$ cat src/design/rgfi_pkg.sv
// shared types and constants of the row-group field-interleave address generator
// no dependencies; imported by every module of the block

package rgfi_pkg;

	// field widths of the geometry registers
	localparam int CNT_W   = 16;
	localparam int FCNT_W  = 4;
	localparam int UNIT_W  = 9;
	localparam int ORDER_W = 24;
	localparam int FIDX_W  = 3;
	localparam int SIZE_W  = 32;

	// widths of the derived strides and of the full size product
	localparam int SBLK_W  = FCNT_W + UNIT_W;
	localparam int SROW_W  = CNT_W + SBLK_W;
	localparam int MCAND_W = CNT_W + SROW_W;
	localparam int PROD_W  = CNT_W + MCAND_W;
	localparam int STEP_W  = $clog2(CNT_W + 1);

	// finish kinds issued by the controller
	localparam logic [1:0] FIN_NONE    = 2'd0;
	localparam logic [1:0] FIN_IDLE    = 2'd1;
	localparam logic [1:0] FIN_RESTART = 2'd2;
	localparam logic [1:0] FIN_ADV     = 2'd3;

	// products formed by the serial multiplier during a restart
	localparam logic [1:0] MOP_ROW   = 2'd0;
	localparam logic [1:0] MOP_OUTER = 2'd1;
	localparam logic [1:0] MOP_EXP   = 2'd2;
	localparam logic [1:0] MOP_GROUP = 2'd3;

	typedef struct packed {
		logic [CNT_W-1:0]   n_outer;
		logic [CNT_W-1:0]   n_rows;
		logic [CNT_W-1:0]   n_blocks;
		logic [FCNT_W-1:0]  n_fields;
		logic [UNIT_W-1:0]  unit_size;
		logic [CNT_W-1:0]   rows_per_group;
		logic [ORDER_W-1:0] field_order_word;
		logic               pack_mode;
	} cfg_t;

	typedef struct packed {
		logic       capture;
		logic       div_start;
		logic       mul_start;
		logic [1:0] start_op;
		logic       mul_store;
		logic [1:0] store_op;
		logic       adv_a;
		logic       adv_b;
		logic [1:0] fin;
	} cmd_t;

	typedef struct packed {
		logic running;
		logic mul_done;
		logic div_busy;
		logic out_free;
	} sts_t;

endpackage

$ cat src/design/rgfi_mul.sv
// shift-add multiplier, one multiplier bit per cycle
// depends on rgfi_pkg for operand and product widths

module rgfi_mul (
	input  logic                         clk,
	input  logic                         arst_n,
	input  logic                         start,
	input  logic [rgfi_pkg::MCAND_W-1:0] mcand,
	input  logic [rgfi_pkg::CNT_W-1:0]   mplier,
	output logic [rgfi_pkg::PROD_W-1:0]  product,
	output logic                         busy,
	output logic                         done
);
	import rgfi_pkg::*;

	logic [PROD_W-1:0] acc_q;
	logic [PROD_W-1:0] shift_q;
	logic [CNT_W-1:0]  mpl_q;
	logic [STEP_W-1:0] cnt_q;
	logic              busy_q;
	logic              done_q;

	// step counter and handshake flags
	always_ff @(posedge clk or negedge arst_n) begin
		if (!arst_n) begin
			busy_q <= 1'b0;
			done_q <= 1'b0;
			cnt_q  <= '0;
		end else begin
			done_q <= 1'b0;
			if (start) begin
				busy_q <= 1'b1;
				cnt_q  <= STEP_W'(CNT_W);
			end else if (busy_q) begin
				cnt_q <= cnt_q - STEP_W'(1);
				if (cnt_q == STEP_W'(1)) begin
					busy_q <= 1'b0;
					done_q <= 1'b1;
				end
			end
		end
	end

	// accumulate shifted multiplicand
	always_ff @(posedge clk) begin
		if (start) begin
			acc_q   <= '0;
			shift_q <= PROD_W'(mcand);
			mpl_q   <= mplier;
		end else if (busy_q) begin
			if (mpl_q[0]) begin
				acc_q <= acc_q + shift_q;
			end
			shift_q <= shift_q << 1;
			mpl_q   <= mpl_q >> 1;
		end
	end

	assign product = acc_q;
	assign busy    = busy_q;
	assign done    = done_q;

endmodule

$ cat src/design/rgfi_div.sv
// restoring divider, one quotient bit per cycle
// depends on rgfi_pkg for the operand width

module rgfi_div (
	input  logic                       clk,
	input  logic                       arst_n,
	input  logic                       start,
	input  logic [rgfi_pkg::CNT_W-1:0] dividend,
	input  logic [rgfi_pkg::CNT_W-1:0] divisor,
	output logic [rgfi_pkg::CNT_W-1:0] quotient,
	output logic [rgfi_pkg::CNT_W-1:0] remainder,
	output logic                       busy
);
	import rgfi_pkg::*;

	logic [CNT_W-1:0]  rem_q;
	logic [CNT_W-1:0]  quo_q;
	logic [CNT_W-1:0]  dsor_q;
	logic [STEP_W-1:0] cnt_q;
	logic              busy_q;
	logic [CNT_W:0]    trial;
	logic [CNT_W:0]    diff;
	logic              ge;

	// trial subtract of the next partial remainder
	always_comb begin
		trial = {rem_q, quo_q[CNT_W-1]};
		diff  = trial - {1'b0, dsor_q};
		ge    = trial >= {1'b0, dsor_q};
	end

	// step counter
	always_ff @(posedge clk or negedge arst_n) begin
		if (!arst_n) begin
			busy_q <= 1'b0;
			cnt_q  <= '0;
		end else if (start) begin
			busy_q <= 1'b1;
			cnt_q  <= STEP_W'(CNT_W);
		end else if (busy_q) begin
			cnt_q <= cnt_q - STEP_W'(1);
			if (cnt_q == STEP_W'(1)) begin
				busy_q <= 1'b0;
			end
		end
	end

	// remainder and quotient shift registers
	always_ff @(posedge clk) begin
		if (start) begin
			rem_q  <= '0;
			quo_q  <= dividend;
			dsor_q <= divisor;
		end else if (busy_q) begin
			rem_q <= ge ? diff[CNT_W-1:0] : trial[CNT_W-1:0];
			quo_q <= {quo_q[CNT_W-2:0], ge};
		end
	end

	assign quotient  = quo_q;
	assign remainder = rem_q;
	assign busy      = busy_q;

endmodule

$ cat src/design/rgfi_dp.sv
// datapath: latched geometry, strides, walk counters, offset sums and result register
// depends on rgfi_pkg, rgfi_mul and rgfi_div

module rgfi_dp #(
	parameter int MAX_FIELDS  = 8,
	parameter int OFFSET_BITS = 32
) (
	input  logic                        clk,
	input  logic                        arst_n,
	input  rgfi_pkg::cmd_t              cmd,
	output rgfi_pkg::sts_t              sts,
	input  rgfi_pkg::cfg_t              cfg,
	input  logic [rgfi_pkg::SIZE_W-1:0] src_bytes,
	input  logic [rgfi_pkg::SIZE_W-1:0] dst_bytes,
	input  logic                        result_stall,
	output logic                        result_valid,
	output logic                        active,
	output logic [rgfi_pkg::SIZE_W-1:0] read_offset,
	output logic [rgfi_pkg::SIZE_W-1:0] write_offset,
	output logic                        last_unit,
	output logic [1:0]                  error_code
);
	import rgfi_pkg::*;

	localparam int ACC_W  = OFFSET_BITS;
	localparam int PP_W   = (OFFSET_BITS < SIZE_W) ? OFFSET_BITS : SIZE_W;
	localparam int SLOT_W = (MAX_FIELDS > 1) ? $clog2(MAX_FIELDS) : 1;
	localparam int SF_W   = FIDX_W + UNIT_W;

	localparam logic [1:0] ERR_OK    = 2'd0;
	localparam logic [1:0] ERR_GROUP = 2'd1;
	localparam logic [1:0] ERR_SIZE  = 2'd2;
	localparam logic [1:0] ERR_FIELD = 2'd3;

	// geometry and sizes latched at restart
	cfg_t              lc_q;
	logic [SIZE_W-1:0] ssize_q;
	logic [SIZE_W-1:0] dsize_q;

	// strides and expected size
	logic [SROW_W-1:0] srow_q;
	logic [ACC_W-1:0]  souter_q;
	logic [ACC_W-1:0]  sgroup_q;
	logic [PROD_W-1:0] expected_q;
	logic [SBLK_W-1:0] sblk;

	// walk state
	logic              running_q;
	logic [CNT_W-1:0]  outer_q;
	logic [CNT_W-1:0]  group_q;
	logic [CNT_W-1:0]  block_q;
	logic [SLOT_W-1:0] slot_q;
	logic [CNT_W-1:0]  lane_q;
	logic [PP_W-1:0]   pack_pos_q;
	logic [ACC_W-1:0]  outer_base_q;
	logic [ACC_W-1:0]  group_base_q;
	logic [ACC_W-1:0]  block_off_q;
	logic [ACC_W-1:0]  lane_off_q;

	// offset sum stages
	logic [ACC_W-1:0]  sa_s1;
	logic [ACC_W-1:0]  sb_s1;
	logic [FIDX_W-1:0] field_s1;
	logic              bad_s1;
	logic [ACC_W-1:0]  sc_s2;
	logic [SF_W-1:0]   sf_s2;
	logic              bad_s2;

	// result register
	logic              out_valid_q;
	logic              active_q;
	logic [SIZE_W-1:0] rd_q;
	logic [SIZE_W-1:0] wr_q;
	logic              last_q;
	logic [1:0]        err_q;

	// arithmetic units
	logic [MCAND_W-1:0] mul_a;
	logic [CNT_W-1:0]   mul_b;
	logic [PROD_W-1:0]  prod;
	logic               mul_busy;
	logic               mul_done;
	logic [CNT_W-1:0]   groups;
	logic [CNT_W-1:0]   rem;
	logic               div_busy;

	// combinational terms
	logic [ORDER_W-1:0] order_sh;
	logic [FIDX_W-1:0]  field;
	logic [ACC_W-1:0]   canon;
	logic               lane_wrap;
	logic               slot_wrap;
	logic               block_wrap;
	logic               group_wrap;
	logic               outer_wrap;
	logic               err_group;
	logic               err_size;
	logic               restart_ok;
	logic               fin_active;
	logic [SIZE_W-1:0]  fin_rd;
	logic [SIZE_W-1:0]  fin_wr;
	logic               fin_last;
	logic [1:0]         fin_err;
	logic               out_free;

	assign sblk = SBLK_W'(lc_q.n_fields) * SBLK_W'(lc_q.unit_size);

	// multiplier operand select
	always_comb begin
		case (cmd.start_op)
			MOP_OUTER: begin
				mul_a = MCAND_W'(prod);
				mul_b = lc_q.n_rows;
			end
			MOP_EXP: begin
				mul_a = MCAND_W'(prod);
				mul_b = lc_q.n_outer;
			end
			MOP_GROUP: begin
				mul_a = MCAND_W'(srow_q);
				mul_b = lc_q.rows_per_group;
			end
			default: begin
				mul_a = MCAND_W'(sblk);
				mul_b = lc_q.n_blocks;
			end
		endcase
	end

	rgfi_mul u_mul (
		.clk     (clk),
		.arst_n  (arst_n),
		.start   (cmd.mul_start),
		.mcand   (mul_a),
		.mplier  (mul_b),
		.product (prod),
		.busy    (mul_busy),
		.done    (mul_done)
	);

	rgfi_div u_div (
		.clk       (clk),
		.arst_n    (arst_n),
		.start     (cmd.div_start),
		.dividend  (lc_q.n_rows),
		.divisor   (lc_q.rows_per_group),
		.quotient  (groups),
		.remainder (rem),
		.busy      (div_busy)
	);

	// field index of the current order slot and wrap conditions
	always_comb begin
		order_sh   = lc_q.field_order_word >> (5'(slot_q) * 5'(FIDX_W));
		field      = order_sh[FIDX_W-1:0];
		canon      = sc_s2 + ACC_W'(sf_s2);
		lane_wrap  = ({1'b0, lane_q} + 17'd1) >= {1'b0, lc_q.rows_per_group};
		slot_wrap  = (FCNT_W'(slot_q) + FCNT_W'(1)) >= lc_q.n_fields;
		block_wrap = ({1'b0, block_q} + 17'd1) >= {1'b0, lc_q.n_blocks};
		group_wrap = ({1'b0, group_q} + 17'd1) >= {1'b0, groups};
		outer_wrap = ({1'b0, outer_q} + 17'd1) >= {1'b0, lc_q.n_outer};
	end

	// restart validation
	always_comb begin
		err_group = (lc_q.rows_per_group == '0) || (rem != '0) ||
			(lc_q.n_fields == '0) || (32'(lc_q.n_fields) > MAX_FIELDS);
		err_size = ((expected_q >> OFFSET_BITS) != '0) ||
			(expected_q != PROD_W'(ssize_q)) || (expected_q != PROD_W'(dsize_q));
		restart_ok = !err_group && !err_size;
	end

	// result of the finishing item
	always_comb begin
		fin_active = 1'b0;
		fin_rd     = '0;
		fin_wr     = '0;
		fin_last   = 1'b0;
		fin_err    = ERR_OK;
		case (cmd.fin)
			FIN_RESTART: begin
				if (err_group) begin
					fin_err = ERR_GROUP;
				end else if (err_size) begin
					fin_err = ERR_SIZE;
				end
			end
			FIN_ADV: begin
				if (bad_s2) begin
					fin_err = ERR_FIELD;
				end else begin
					fin_active = 1'b1;
					fin_rd     = lc_q.pack_mode ? SIZE_W'(canon) : SIZE_W'(pack_pos_q);
					fin_wr     = lc_q.pack_mode ? SIZE_W'(pack_pos_q) : SIZE_W'(canon);
					fin_last   = lane_wrap && slot_wrap && block_wrap && group_wrap &&
						outer_wrap;
				end
			end
			default: begin
			end
		endcase
	end

	// geometry capture, stride stores and offset sum stages
	always_ff @(posedge clk) begin
		if (cmd.capture) begin
			lc_q    <= cfg;
			ssize_q <= src_bytes;
			dsize_q <= dst_bytes;
		end
		if (cmd.mul_store) begin
			case (cmd.store_op)
				MOP_ROW:   srow_q     <= SROW_W'(prod);
				MOP_OUTER: souter_q   <= ACC_W'(prod);
				MOP_EXP:   expected_q <= prod;
				default:   sgroup_q   <= ACC_W'(prod);
			endcase
		end
		if (cmd.adv_a) begin
			sa_s1    <= outer_base_q + group_base_q;
			sb_s1    <= lane_off_q + block_off_q;
			field_s1 <= field;
			bad_s1   <= {1'b0, field} >= lc_q.n_fields;
		end
		if (cmd.adv_b) begin
			sc_s2  <= sa_s1 + sb_s1;
			sf_s2  <= SF_W'(field_s1) * SF_W'(lc_q.unit_size);
			bad_s2 <= bad_s1;
		end
		if (cmd.fin != FIN_NONE) begin
			active_q <= fin_active;
			rd_q     <= fin_rd;
			wr_q     <= fin_wr;
			last_q   <= fin_last;
			err_q    <= fin_err;
		end
	end

	// walk counters and running offsets
	always_ff @(posedge clk or negedge arst_n) begin
		if (!arst_n) begin
			running_q    <= 1'b0;
			outer_q      <= '0;
			group_q      <= '0;
			block_q      <= '0;
			slot_q       <= '0;
			lane_q       <= '0;
			pack_pos_q   <= '0;
			outer_base_q <= '0;
			group_base_q <= '0;
			block_off_q  <= '0;
			lane_off_q   <= '0;
		end else if (cmd.capture) begin
			// a restart ends any walk as soon as the new geometry is latched
			running_q <= 1'b0;
		end else if (cmd.fin == FIN_RESTART) begin
			running_q <= restart_ok && (expected_q != '0);
			if (restart_ok) begin
				outer_q      <= '0;
				group_q      <= '0;
				block_q      <= '0;
				slot_q       <= '0;
				lane_q       <= '0;
				pack_pos_q   <= '0;
				outer_base_q <= '0;
				group_base_q <= '0;
				block_off_q  <= '0;
				lane_off_q   <= '0;
			end
		end else if (cmd.fin == FIN_ADV) begin
			if (bad_s2) begin
				running_q <= 1'b0;
			end else begin
				pack_pos_q <= pack_pos_q + PP_W'(lc_q.unit_size);
				if (!lane_wrap) begin
					lane_q     <= lane_q + CNT_W'(1);
					lane_off_q <= lane_off_q + ACC_W'(srow_q);
				end else begin
					lane_q     <= '0;
					lane_off_q <= '0;
					if (!slot_wrap) begin
						slot_q <= slot_q + SLOT_W'(1);
					end else begin
						slot_q <= '0;
						if (!block_wrap) begin
							block_q     <= block_q + CNT_W'(1);
							block_off_q <= block_off_q + ACC_W'(sblk);
						end else begin
							block_q     <= '0;
							block_off_q <= '0;
							if (!group_wrap) begin
								group_q      <= group_q + CNT_W'(1);
								group_base_q <= group_base_q + sgroup_q;
							end else begin
								group_q      <= '0;
								group_base_q <= '0;
								if (!outer_wrap) begin
									outer_q      <= outer_q + CNT_W'(1);
									outer_base_q <= outer_base_q + souter_q;
								end else begin
									outer_q      <= '0;
									outer_base_q <= '0;
									running_q    <= 1'b0;
								end
							end
						end
					end
				end
			end
		end
	end

	// result register valid flag
	always_ff @(posedge clk or negedge arst_n) begin
		if (!arst_n) begin
			out_valid_q <= 1'b0;
		end else if (cmd.fin != FIN_NONE) begin
			out_valid_q <= 1'b1;
		end else if (!result_stall) begin
			out_valid_q <= 1'b0;
		end
	end

	assign out_free     = !out_valid_q || !result_stall;
	assign sts.running  = running_q;
	assign sts.mul_done = mul_done;
	assign sts.div_busy = div_busy;
	assign sts.out_free = out_free;

	assign result_valid = out_valid_q;
	assign active       = active_q;
	assign read_offset  = rd_q;
	assign write_offset = wr_q;
	assign last_unit    = last_q;
	assign error_code   = err_q;

	// a unit is only emitted from a running walk
	a_adv_running: assert property (@(posedge clk) disable iff (!arst_n)
		cmd.fin == FIN_ADV |-> running_q)
		else $error("advance finished while walk not running");

	// a running walk has a legal field count
	a_run_fields: assert property (@(posedge clk) disable iff (!arst_n)
		running_q |-> (lc_q.n_fields != '0 && 32'(lc_q.n_fields) <= MAX_FIELDS))
		else $error("walk running with illegal field count");

	// lane and slot counters stay inside the latched geometry
	a_run_bounds: assert property (@(posedge clk) disable iff (!arst_n)
		running_q |-> (lane_q < lc_q.rows_per_group &&
			FCNT_W'(slot_q) < lc_q.n_fields))
		else $error("walk counter outside geometry");

	// the multiplier is never restarted mid-product
	a_mul_start: assert property (@(posedge clk) disable iff (!arst_n)
		cmd.mul_start |-> !mul_busy)
		else $error("multiplier started while busy");

	// the result register is never overwritten while a result waits
	a_out_free: assert property (@(posedge clk) disable iff (!arst_n)
		cmd.fin != FIN_NONE |-> out_free)
		else $error("result overwritten while stalled");

endmodule

$ cat src/design/rgfi_ctrl.sv
// controller state machine: sequences restart validation, unit advance and transfers with no walk running
// depends on rgfi_pkg for the command and status structs

module rgfi_ctrl (
	input  logic           clk,
	input  logic           arst_n,
	input  logic           item_valid,
	input  logic           restart,
	output logic           item_stall,
	output rgfi_pkg::cmd_t cmd,
	input  rgfi_pkg::sts_t sts
);
	import rgfi_pkg::*;

	localparam logic [3:0] S_IDLE = 4'd0;
	localparam logic [3:0] S_PREP = 4'd1;
	localparam logic [3:0] S_MROW = 4'd2;
	localparam logic [3:0] S_MOUT = 4'd3;
	localparam logic [3:0] S_MEXP = 4'd4;
	localparam logic [3:0] S_MGRP = 4'd5;
	localparam logic [3:0] S_FINR = 4'd6;
	localparam logic [3:0] S_ADVA = 4'd7;
	localparam logic [3:0] S_ADVB = 4'd8;
	localparam logic [3:0] S_ADVC = 4'd9;
	localparam logic [3:0] S_FINI = 4'd10;

	logic [3:0] state_q;
	logic [3:0] state_nxt;

	// next state and commands
	always_comb begin
		state_nxt  = state_q;
		cmd        = '0;
		item_stall = (state_q != S_IDLE);
		unique case (state_q)
			S_IDLE: begin
				if (item_valid) begin
					if (restart) begin
						cmd.capture = 1'b1;
						state_nxt   = S_PREP;
					end else if (sts.running) begin
						state_nxt = S_ADVA;
					end else begin
						state_nxt = S_FINI;
					end
				end
			end
			S_PREP: begin
				cmd.mul_start = 1'b1;
				cmd.start_op  = MOP_ROW;
				cmd.div_start = 1'b1;
				state_nxt     = S_MROW;
			end
			S_MROW: begin
				if (sts.mul_done) begin
					cmd.mul_store = 1'b1;
					cmd.store_op  = MOP_ROW;
					cmd.mul_start = 1'b1;
					cmd.start_op  = MOP_OUTER;
					state_nxt     = S_MOUT;
				end
			end
			S_MOUT: begin
				if (sts.mul_done) begin
					cmd.mul_store = 1'b1;
					cmd.store_op  = MOP_OUTER;
					cmd.mul_start = 1'b1;
					cmd.start_op  = MOP_EXP;
					state_nxt     = S_MEXP;
				end
			end
			S_MEXP: begin
				if (sts.mul_done) begin
					cmd.mul_store = 1'b1;
					cmd.store_op  = MOP_EXP;
					cmd.mul_start = 1'b1;
					cmd.start_op  = MOP_GROUP;
					state_nxt     = S_MGRP;
				end
			end
			S_MGRP: begin
				if (sts.mul_done) begin
					cmd.mul_store = 1'b1;
					cmd.store_op  = MOP_GROUP;
					state_nxt     = S_FINR;
				end
			end
			S_FINR: begin
				if (sts.out_free && !sts.div_busy) begin
					cmd.fin   = FIN_RESTART;
					state_nxt = S_IDLE;
				end
			end
			S_ADVA: begin
				cmd.adv_a = 1'b1;
				state_nxt = S_ADVB;
			end
			S_ADVB: begin
				cmd.adv_b = 1'b1;
				state_nxt = S_ADVC;
			end
			S_ADVC: begin
				if (sts.out_free) begin
					cmd.fin   = FIN_ADV;
					state_nxt = S_IDLE;
				end
			end
			S_FINI: begin
				if (sts.out_free) begin
					cmd.fin   = FIN_IDLE;
					state_nxt = S_IDLE;
				end
			end
			default: begin
				state_nxt = S_IDLE;
			end
		endcase
	end

	// state register
	always_ff @(posedge clk or negedge arst_n) begin
		if (!arst_n) begin
			state_q <= S_IDLE;
		end else begin
			state_q <= state_nxt;
		end
	end

endmodule

$ cat src/design/row_group_field_interleave_agen.sv
// row-group field-interleave address generator: top level with register port
// advance transfer: adder stages ADVA and ADVB, then ADVC registers the result
// restart transfer: result follows four serial products with 16-bit multipliers; items stall until idle
// transfer with no walk running: result registered in FINI once the output is free
// asynchronous reset: config registers take defaults, the walk is idle until a restart

module row_group_field_interleave_agen #(
	parameter int MAX_FIELDS  = 8,
	parameter int OFFSET_BITS = 32
) (
	input  logic        clk,
	input  logic        arst_n,
	input  logic        psel,
	input  logic        penable,
	input  logic        pwrite,
	input  logic [4:0]  paddr,
	input  logic [31:0] pwdata,
	output logic [31:0] prdata,
	output logic        pready,
	input  logic        item_valid,
	output logic        item_stall,
	input  logic        restart,
	input  logic [31:0] src_bytes,
	input  logic [31:0] dst_bytes,
	output logic        result_valid,
	input  logic        result_stall,
	output logic        active,
	output logic [31:0] read_offset,
	output logic [31:0] write_offset,
	output logic        last_unit,
	output logic [1:0]  error_code
);
	import rgfi_pkg::*;

	localparam logic [2:0] REG_OUTER = 3'd0;
	localparam logic [2:0] REG_ROWS  = 3'd1;
	localparam logic [2:0] REG_BLOCK = 3'd2;
	localparam logic [2:0] REG_FIELD = 3'd3;
	localparam logic [2:0] REG_UNIT  = 3'd4;
	localparam logic [2:0] REG_RPG   = 3'd5;
	localparam logic [2:0] REG_ORDER = 3'd6;
	localparam logic [2:0] REG_PACK  = 3'd7;

	cfg_t       cfg_q;
	cmd_t       cmd;
	sts_t       sts;
	logic       wr_en;
	logic [2:0] reg_idx;

	assign pready  = 1'b1;
	assign wr_en   = psel && penable && pwrite;
	assign reg_idx = paddr[4:2];

	// register writes
	always_ff @(posedge clk or negedge arst_n) begin
		if (!arst_n) begin
			cfg_q.n_outer          <= CNT_W'(1);
			cfg_q.n_rows           <= CNT_W'(1);
			cfg_q.n_blocks         <= CNT_W'(1);
			cfg_q.n_fields         <= FCNT_W'(1);
			cfg_q.unit_size        <= UNIT_W'(1);
			cfg_q.rows_per_group   <= CNT_W'(1);
			cfg_q.field_order_word <= '0;
			cfg_q.pack_mode        <= 1'b1;
		end else if (wr_en) begin
			unique case (reg_idx)
				REG_OUTER: cfg_q.n_outer          <= pwdata[CNT_W-1:0];
				REG_ROWS:  cfg_q.n_rows           <= pwdata[CNT_W-1:0];
				REG_BLOCK: cfg_q.n_blocks         <= pwdata[CNT_W-1:0];
				REG_FIELD: cfg_q.n_fields         <= pwdata[FCNT_W-1:0];
				REG_UNIT:  cfg_q.unit_size        <= pwdata[UNIT_W-1:0];
				REG_RPG:   cfg_q.rows_per_group   <= pwdata[CNT_W-1:0];
				REG_ORDER: cfg_q.field_order_word <= pwdata[ORDER_W-1:0];
				REG_PACK:  cfg_q.pack_mode        <= pwdata[0];
				default: begin
				end
			endcase
		end
	end

	// register reads
	always_comb begin
		unique case (reg_idx)
			REG_OUTER: prdata = 32'(cfg_q.n_outer);
			REG_ROWS:  prdata = 32'(cfg_q.n_rows);
			REG_BLOCK: prdata = 32'(cfg_q.n_blocks);
			REG_FIELD: prdata = 32'(cfg_q.n_fields);
			REG_UNIT:  prdata = 32'(cfg_q.unit_size);
			REG_RPG:   prdata = 32'(cfg_q.rows_per_group);
			REG_ORDER: prdata = 32'(cfg_q.field_order_word);
			REG_PACK:  prdata = 32'(cfg_q.pack_mode);
			default:   prdata = '0;
		endcase
	end

	rgfi_ctrl u_ctrl (
		.clk        (clk),
		.arst_n     (arst_n),
		.item_valid (item_valid),
		.restart    (restart),
		.item_stall (item_stall),
		.cmd        (cmd),
		.sts        (sts)
	);

	rgfi_dp #(
		.MAX_FIELDS  (MAX_FIELDS),
		.OFFSET_BITS (OFFSET_BITS)
	) u_dp (
		.clk          (clk),
		.arst_n       (arst_n),
		.cmd          (cmd),
		.sts          (sts),
		.cfg          (cfg_q),
		.src_bytes    (src_bytes),
		.dst_bytes    (dst_bytes),
		.result_stall (result_stall),
		.result_valid (result_valid),
		.active       (active),
		.read_offset  (read_offset),
		.write_offset (write_offset),
		.last_unit    (last_unit),
		.error_code   (error_code)
	);

endmodule

$ cat config.mk
export PLATFORM = sky130hd
export DESIGN_NAME = row_group_field_interleave_agen
export DESIGN_NICKNAME = d
export VERILOG_FILES = /design/src/design/rgfi_pkg.sv /design/src/design/rgfi_mul.sv /design/src/design/rgfi_div.sv /design/src/design/rgfi_dp.sv /design/src/design/rgfi_ctrl.sv /design/src/design/row_group_field_interleave_agen.sv
export SDC_FILE = /design/constraint.sdc
export NUM_CORES = 2
export LEC_CHECK = 0
export BUFFER_PORTS_ARGS = -buffer_cell sky130_fd_sc_hd__buf_2
export CAP_MARGIN = 40
export CORE_ASPECT_RATIO = 0.7
export CORE_MARGIN = 5
export CORE_UTILIZATION = 55
export DETAILED_ROUTE_END_ITERATION = 8
export PLACE_DENSITY_LB_ADDON = 0.12
export SKIP_CTS_REPAIR_TIMING = 1
export SYNTH_ARGS = -nofsm -noshare
export SYNTH_HDL_FRONTEND = slang
export SYNTH_SLANG_ARGS = --single-unit
$ cat constraint.sdc
create_clock -name clk -period 22.7 [get_ports clk]
set_input_delay 1.135 -clock clk [delete_from_list [all_inputs] [get_ports clk]]
set_output_delay 1.135 -clock clk [all_outputs]
set_load 0.03 [all_outputs]
==> flow_summary.json <==
{
  "status": "finished clean",
  "critical_path.cell_chain": "nand2_1 > fa_1 > inv_1 > fa_1 > inv_1 > fa_1 > nor2b_1 > o21ai_0 > a21boi_0 > o21ai_0 > a21boi_0 > o21ai_0 > nand2b_1 > xor2_1 > ha_1 > nand2_1 > nor2_1 > nand2_1 > o21ai_0 > nor2_1 > or3_1 > or3_1 > a21oi_1",
  "floorplan.initialDensity_pct": 55.6,
  "ys_async_sr_fraction_pct": 33.6,
  "critPathBufInv": 2,
  "clock_sink_count": 1035,
  "die_area_um2": 113000,
  "synth-seq-area-share_pct": 48.8,
  "power_report.internal_total_uw": 4330,
  "synth.largest_area_cell": "sky130_fd_sc_hd__edfxtp_1",
  "worst_path_largest_cell_delay_ns": 0.60,
  "startpoint_type": "flip-flop",
  "pin_count": 212,
  "placedInstanceArea_um2": 60800,
  "power_frac_comb_pct": 34.1,
  "die_width_um": 399,
  "layout.cell_area.non_filler_um2": 64200,
  "achievable-frequency_mhz": 158,
  "timing.max_cap.violations": 0,
  "ys_seq_elements": 1035,
  "finalNetCount": 6279,
  "netlist_area_before_placement_um2": 58200,
  "power.density_nw_per_um2": 108,
  "cts.htree.levels": 3,
  "ys.warnings.count": 0,
  "path_clk_slew_ns": 0.06,
  "r2r_slack_ns": 16.39,
  "worstPathRequired_ns": 23.33,
  "final_hold_viol_count": 0,
  "cts_root_buf": "sky130_fd_sc_hd__clkbuf_16",
  "clock_tree.buffer_depth": 3,
  "dpl_cells": 7037,
  "tritoncts.num_buffers": 102,
  "worstHoldPathType": "in2async",
  "drt-pass1-iter-count": 6,
  "place_hpwl_um": 112000,
  "clock_tree_from_tritoncts": "built",
  "post_route_cells_drive_above_1_share_pct": 10.3,
  "share_of_the_synthesized_area_in_the_top_cell_type_pct": 30.6,
  "final_cells": 7233,
  "synth_flop_cell": "sky130_fd_sc_hd__edfxtp_1",
  "crit_reg_reg_endpoint": "u_dp.block_off_q[26]",
  "synth_area_leaders": "sky130_fd_sc_hd__edfxtp_1 31%, sky130_fd_sc_hd__dfrtp_1 15%, sky130_fd_sc_hd__ha_1 8.8%",
  "gp_congestion": 0.923,
  "number_of_antenna_violations_at_the_first_check_in_global_routing": 9,
  "critical_path_peak_fanout": 10,
  "most_frequent_cp_cell": "sky130_fd_sc_hd__o21ai_0",
  "vias_cell": 5.97,
  "r2r-start": "u_dp.lc_q[42]",
  "die-height_um": 282,
  "syn-instance-count": 5573,
  "grt.total_usage_pct": 26.8,
  "power.ir.vdd_worst_mv": 0.0687,
  "timing.final.crit_share_pct": 27.8,
  "syn_avg_cell_area_um2": 10.5,
  "finalClockSkew_ns": 0.0365,
  "rows": 99,
  "final.min_clock_period_ns": 6.31,
  "net-switching-power_uw": 2590,
  "final_max_slew_viol_count": 0,
  "synth_cell_types": 104,
  "areaGrowthSynthToFinish_pct": 10.3,
  "crit_path_end": "u_dp.block_off_q[26]",
  "number_of_nets_with_antenna_violations_after_routing": 0,
  "drc": 0,
  "rr_worst_depth": 23,
  "timing.critical_path.arrival_ns": 6.94,
  "timing.critical_path.slowest_stage_cell": "sky130_fd_sc_hd__edfxtp_1",
  "synth_enable_flop_cells": 594,
  "grt_setup_unrepaired": "no",
  "wirelength_um": 152000,
  "critical_path_class": "reg2reg",
  "crit_family": "adder cells",
  "p_clk_share_pct": 24.9,
  "grt_pass1_wl_um": 238000,
  "layout_commonest_cell": "sky130_fd_sc_hd__edfxtp_1",
  "overflow": 0,
  "detailroute.via_count": 43200,
  "wire_per_inst_um": 21.0,
  "timing.max_slew.rel_slack_pct": 32.0,
  "worst_skew_pair.late_latency_ns": 0.71,
  "power.sequential.fraction_pct": 41.0,
  "setup-violations-final": 0,
  "placeableCoreArea_um2": 105000,
  "detail_route.iter0.violations": 3912,
  "cp_num_cells": 23,
  "setup.worst_path.end_class": "flip-flop",
  "worst-slew-pin-transition_ns": 1.02,
  "crit_path_start": "u_dp.lc_q[42]",
  "portBuffers": 192,
  "power.share.switching_pct": 37.5,
  "power.leakage_uw": 0.0278,
  "grt_start_max_net_pins": 167,
  "final_cell_mix": "594 x sky130_fd_sc_hd__edfxtp_1, 553 x sky130_fd_sc_hd__nand2_1, 423 x sky130_fd_sc_hd__nor2_1",
  "via_count_of_the_first_global_routing_pass": 41200,
  "summed_negative_setup_slack_over_all_endpoints_ns": 0
}
how the worst min path moves through the flow:
| stage | cells after the start | slack [ns] | start | to |
|---|---|---|---|---|
| 6_report | 1 | 0.43 | arst_n | cfg_q[14] |
| 5_1_grt | 0 | 0.45 | u_dp.bad_s1 | u_dp.bad_s2 |
| 4_1_cts | 0 | 0.43 | u_dp.bad_s1 | u_dp.bad_s2 |
| 3_5_place_dp | 0 | 0.41 | u_dp.bad_s1 | u_dp.bad_s2 |
| 3_3_place_gp | 0 | 0.40 | u_dp.bad_s1 | u_dp.bad_s2 |
| 2_1_floorplan | 0 | 0.40 | u_dp.bad_s1 | u_dp.bad_s2 |
cells by family after synthesis:
kind of cell	after synthesis	synth area share, %
multiplexers	184	3.56
buffers and inverters	453	3.04
AO/OA/AOI/OAI	1403	15.3
flip-flops	1035	48.8
adder cells (fa/ha/maj)	442	9.92
XOR/XNOR	412	6.20
AND/OR/NAND/NOR	1642	13.2
other	2	0.0129
per-stage QoR:
| step | utilization [%] | power [uW] | hold WS, ns | setup WS [ns] |
|---|---|---|---|---|
| after floorplan | - | 4500 | 0.400 | 13.81 |
| after global placement | 57.9 | 5140 | 0.404 | 16.64 |
| after detailed placement | 58.1 | 5200 | 0.407 | 16.47 |
| after CTS | 61.4 | 6940 | 0.432 | 16.43 |
| after global routing | 61.4 | 7350 | 0.448 | 15.88 |
| final | 61.4 | 6930 | 0.430 | 16.39 |
power groups by stage:
stage	clock network (uW)	logic, uW	registers [uW]
4_1_cts	1760	2350	2830
3_5_place_dp	0	2330	2860
3_3_place_gp	0	2280	2860
2_1_floorplan	0	1750	2740
5_1_grt	1840	2640	2870
6_report	1720	2360	2840
routing by layer:
layer	vias to the layer above	GRT usage, %	part of all wire, %
met5	-	0	0.018
met4	4	6.64	2.6
met3	244	5.13	7.1
met2	1236	40.7	44
met1	21000	39.8	46
li1	20700	-	-
sequential cells by signal, summed over array words and instances (netlist names), 29 cells and up:
| name | count |
|---|---|
| u_dp.read_offset | 32 |
| u_dp.write_offset | 32 |
| u_dp.souter_q | 32 |
| u_dp.sb_s1 | 32 |
| u_dp.group_base_q | 32 |
| cfg_q | 102 |
| u_dp.sa_s1 | 32 |
| u_dp.srow_q | 29 |
| u_dp.u_mul.shift_q | 61 |
| u_dp.expected_q | 61 |
| u_dp.dsize_q | 32 |
| u_dp.outer_base_q | 32 |
| u_dp.lc_q | 102 |
| u_dp.sc_s2 | 32 |
| u_dp.ssize_q | 32 |
| u_dp.block_off_q | 32 |
| u_dp.u_mul.product | 61 |
| u_dp.pack_pos_q | 32 |
| u_dp.lane_off_q | 32 |
| u_dp.sgroup_q | 32 |
final cells by class:
| cell class | count | area (um^2) |
|---|---|---|
| Clock inverter | 51 | 561 |
| Antenna cell | 1 | 2.50 |
| Tap cell | 1414 | 1770 |
| Inverter | 244 | 916 |
| Timing Repair Buffer | 253 | 1560 |
| Multi-Input combinational cell | 4092 | 28200 |
| Sequential cell | 1035 | 28400 |
| Clock buffer | 143 | 2820 |
| Fill cell | 8686 | 40400 |
cells in the mapped netlist (20+ instances only):
master,count
sky130_fd_sc_hd__a211oi_1,65
sky130_fd_sc_hd__a21o_1,146
sky130_fd_sc_hd__a21oi_1,385
sky130_fd_sc_hd__a221oi_1,25
sky130_fd_sc_hd__a222oi_1,23
sky130_fd_sc_hd__a22o_1,21
sky130_fd_sc_hd__a31oi_1,29
sky130_fd_sc_hd__and2_1,49
sky130_fd_sc_hd__and3_1,69
sky130_fd_sc_hd__clkbuf_1,167
sky130_fd_sc_hd__dfrtp_1,341
sky130_fd_sc_hd__dfxtp_1,93
sky130_fd_sc_hd__edfxtp_1,594
sky130_fd_sc_hd__fa_1,33
sky130_fd_sc_hd__ha_1,409
sky130_fd_sc_hd__inv_1,241
sky130_fd_sc_hd__mux2_2,105
sky130_fd_sc_hd__mux2i_1,71
sky130_fd_sc_hd__nand2_1,555
sky130_fd_sc_hd__nand2b_1,67
sky130_fd_sc_hd__nand3_1,148
sky130_fd_sc_hd__nand4_1,61
sky130_fd_sc_hd__nor2_1,433
sky130_fd_sc_hd__nor2b_1,50
sky130_fd_sc_hd__nor3_1,77
sky130_fd_sc_hd__nor4_1,35
sky130_fd_sc_hd__o21a_1,42
sky130_fd_sc_hd__o21ai_0,367
sky130_fd_sc_hd__o21ai_1,20
sky130_fd_sc_hd__o21bai_1,45
sky130_fd_sc_hd__o31ai_1,67
sky130_fd_sc_hd__or3_1,33
sky130_fd_sc_hd__xnor2_1,243
sky130_fd_sc_hd__xor2_1,169
(Power assumes the default switching activity.)
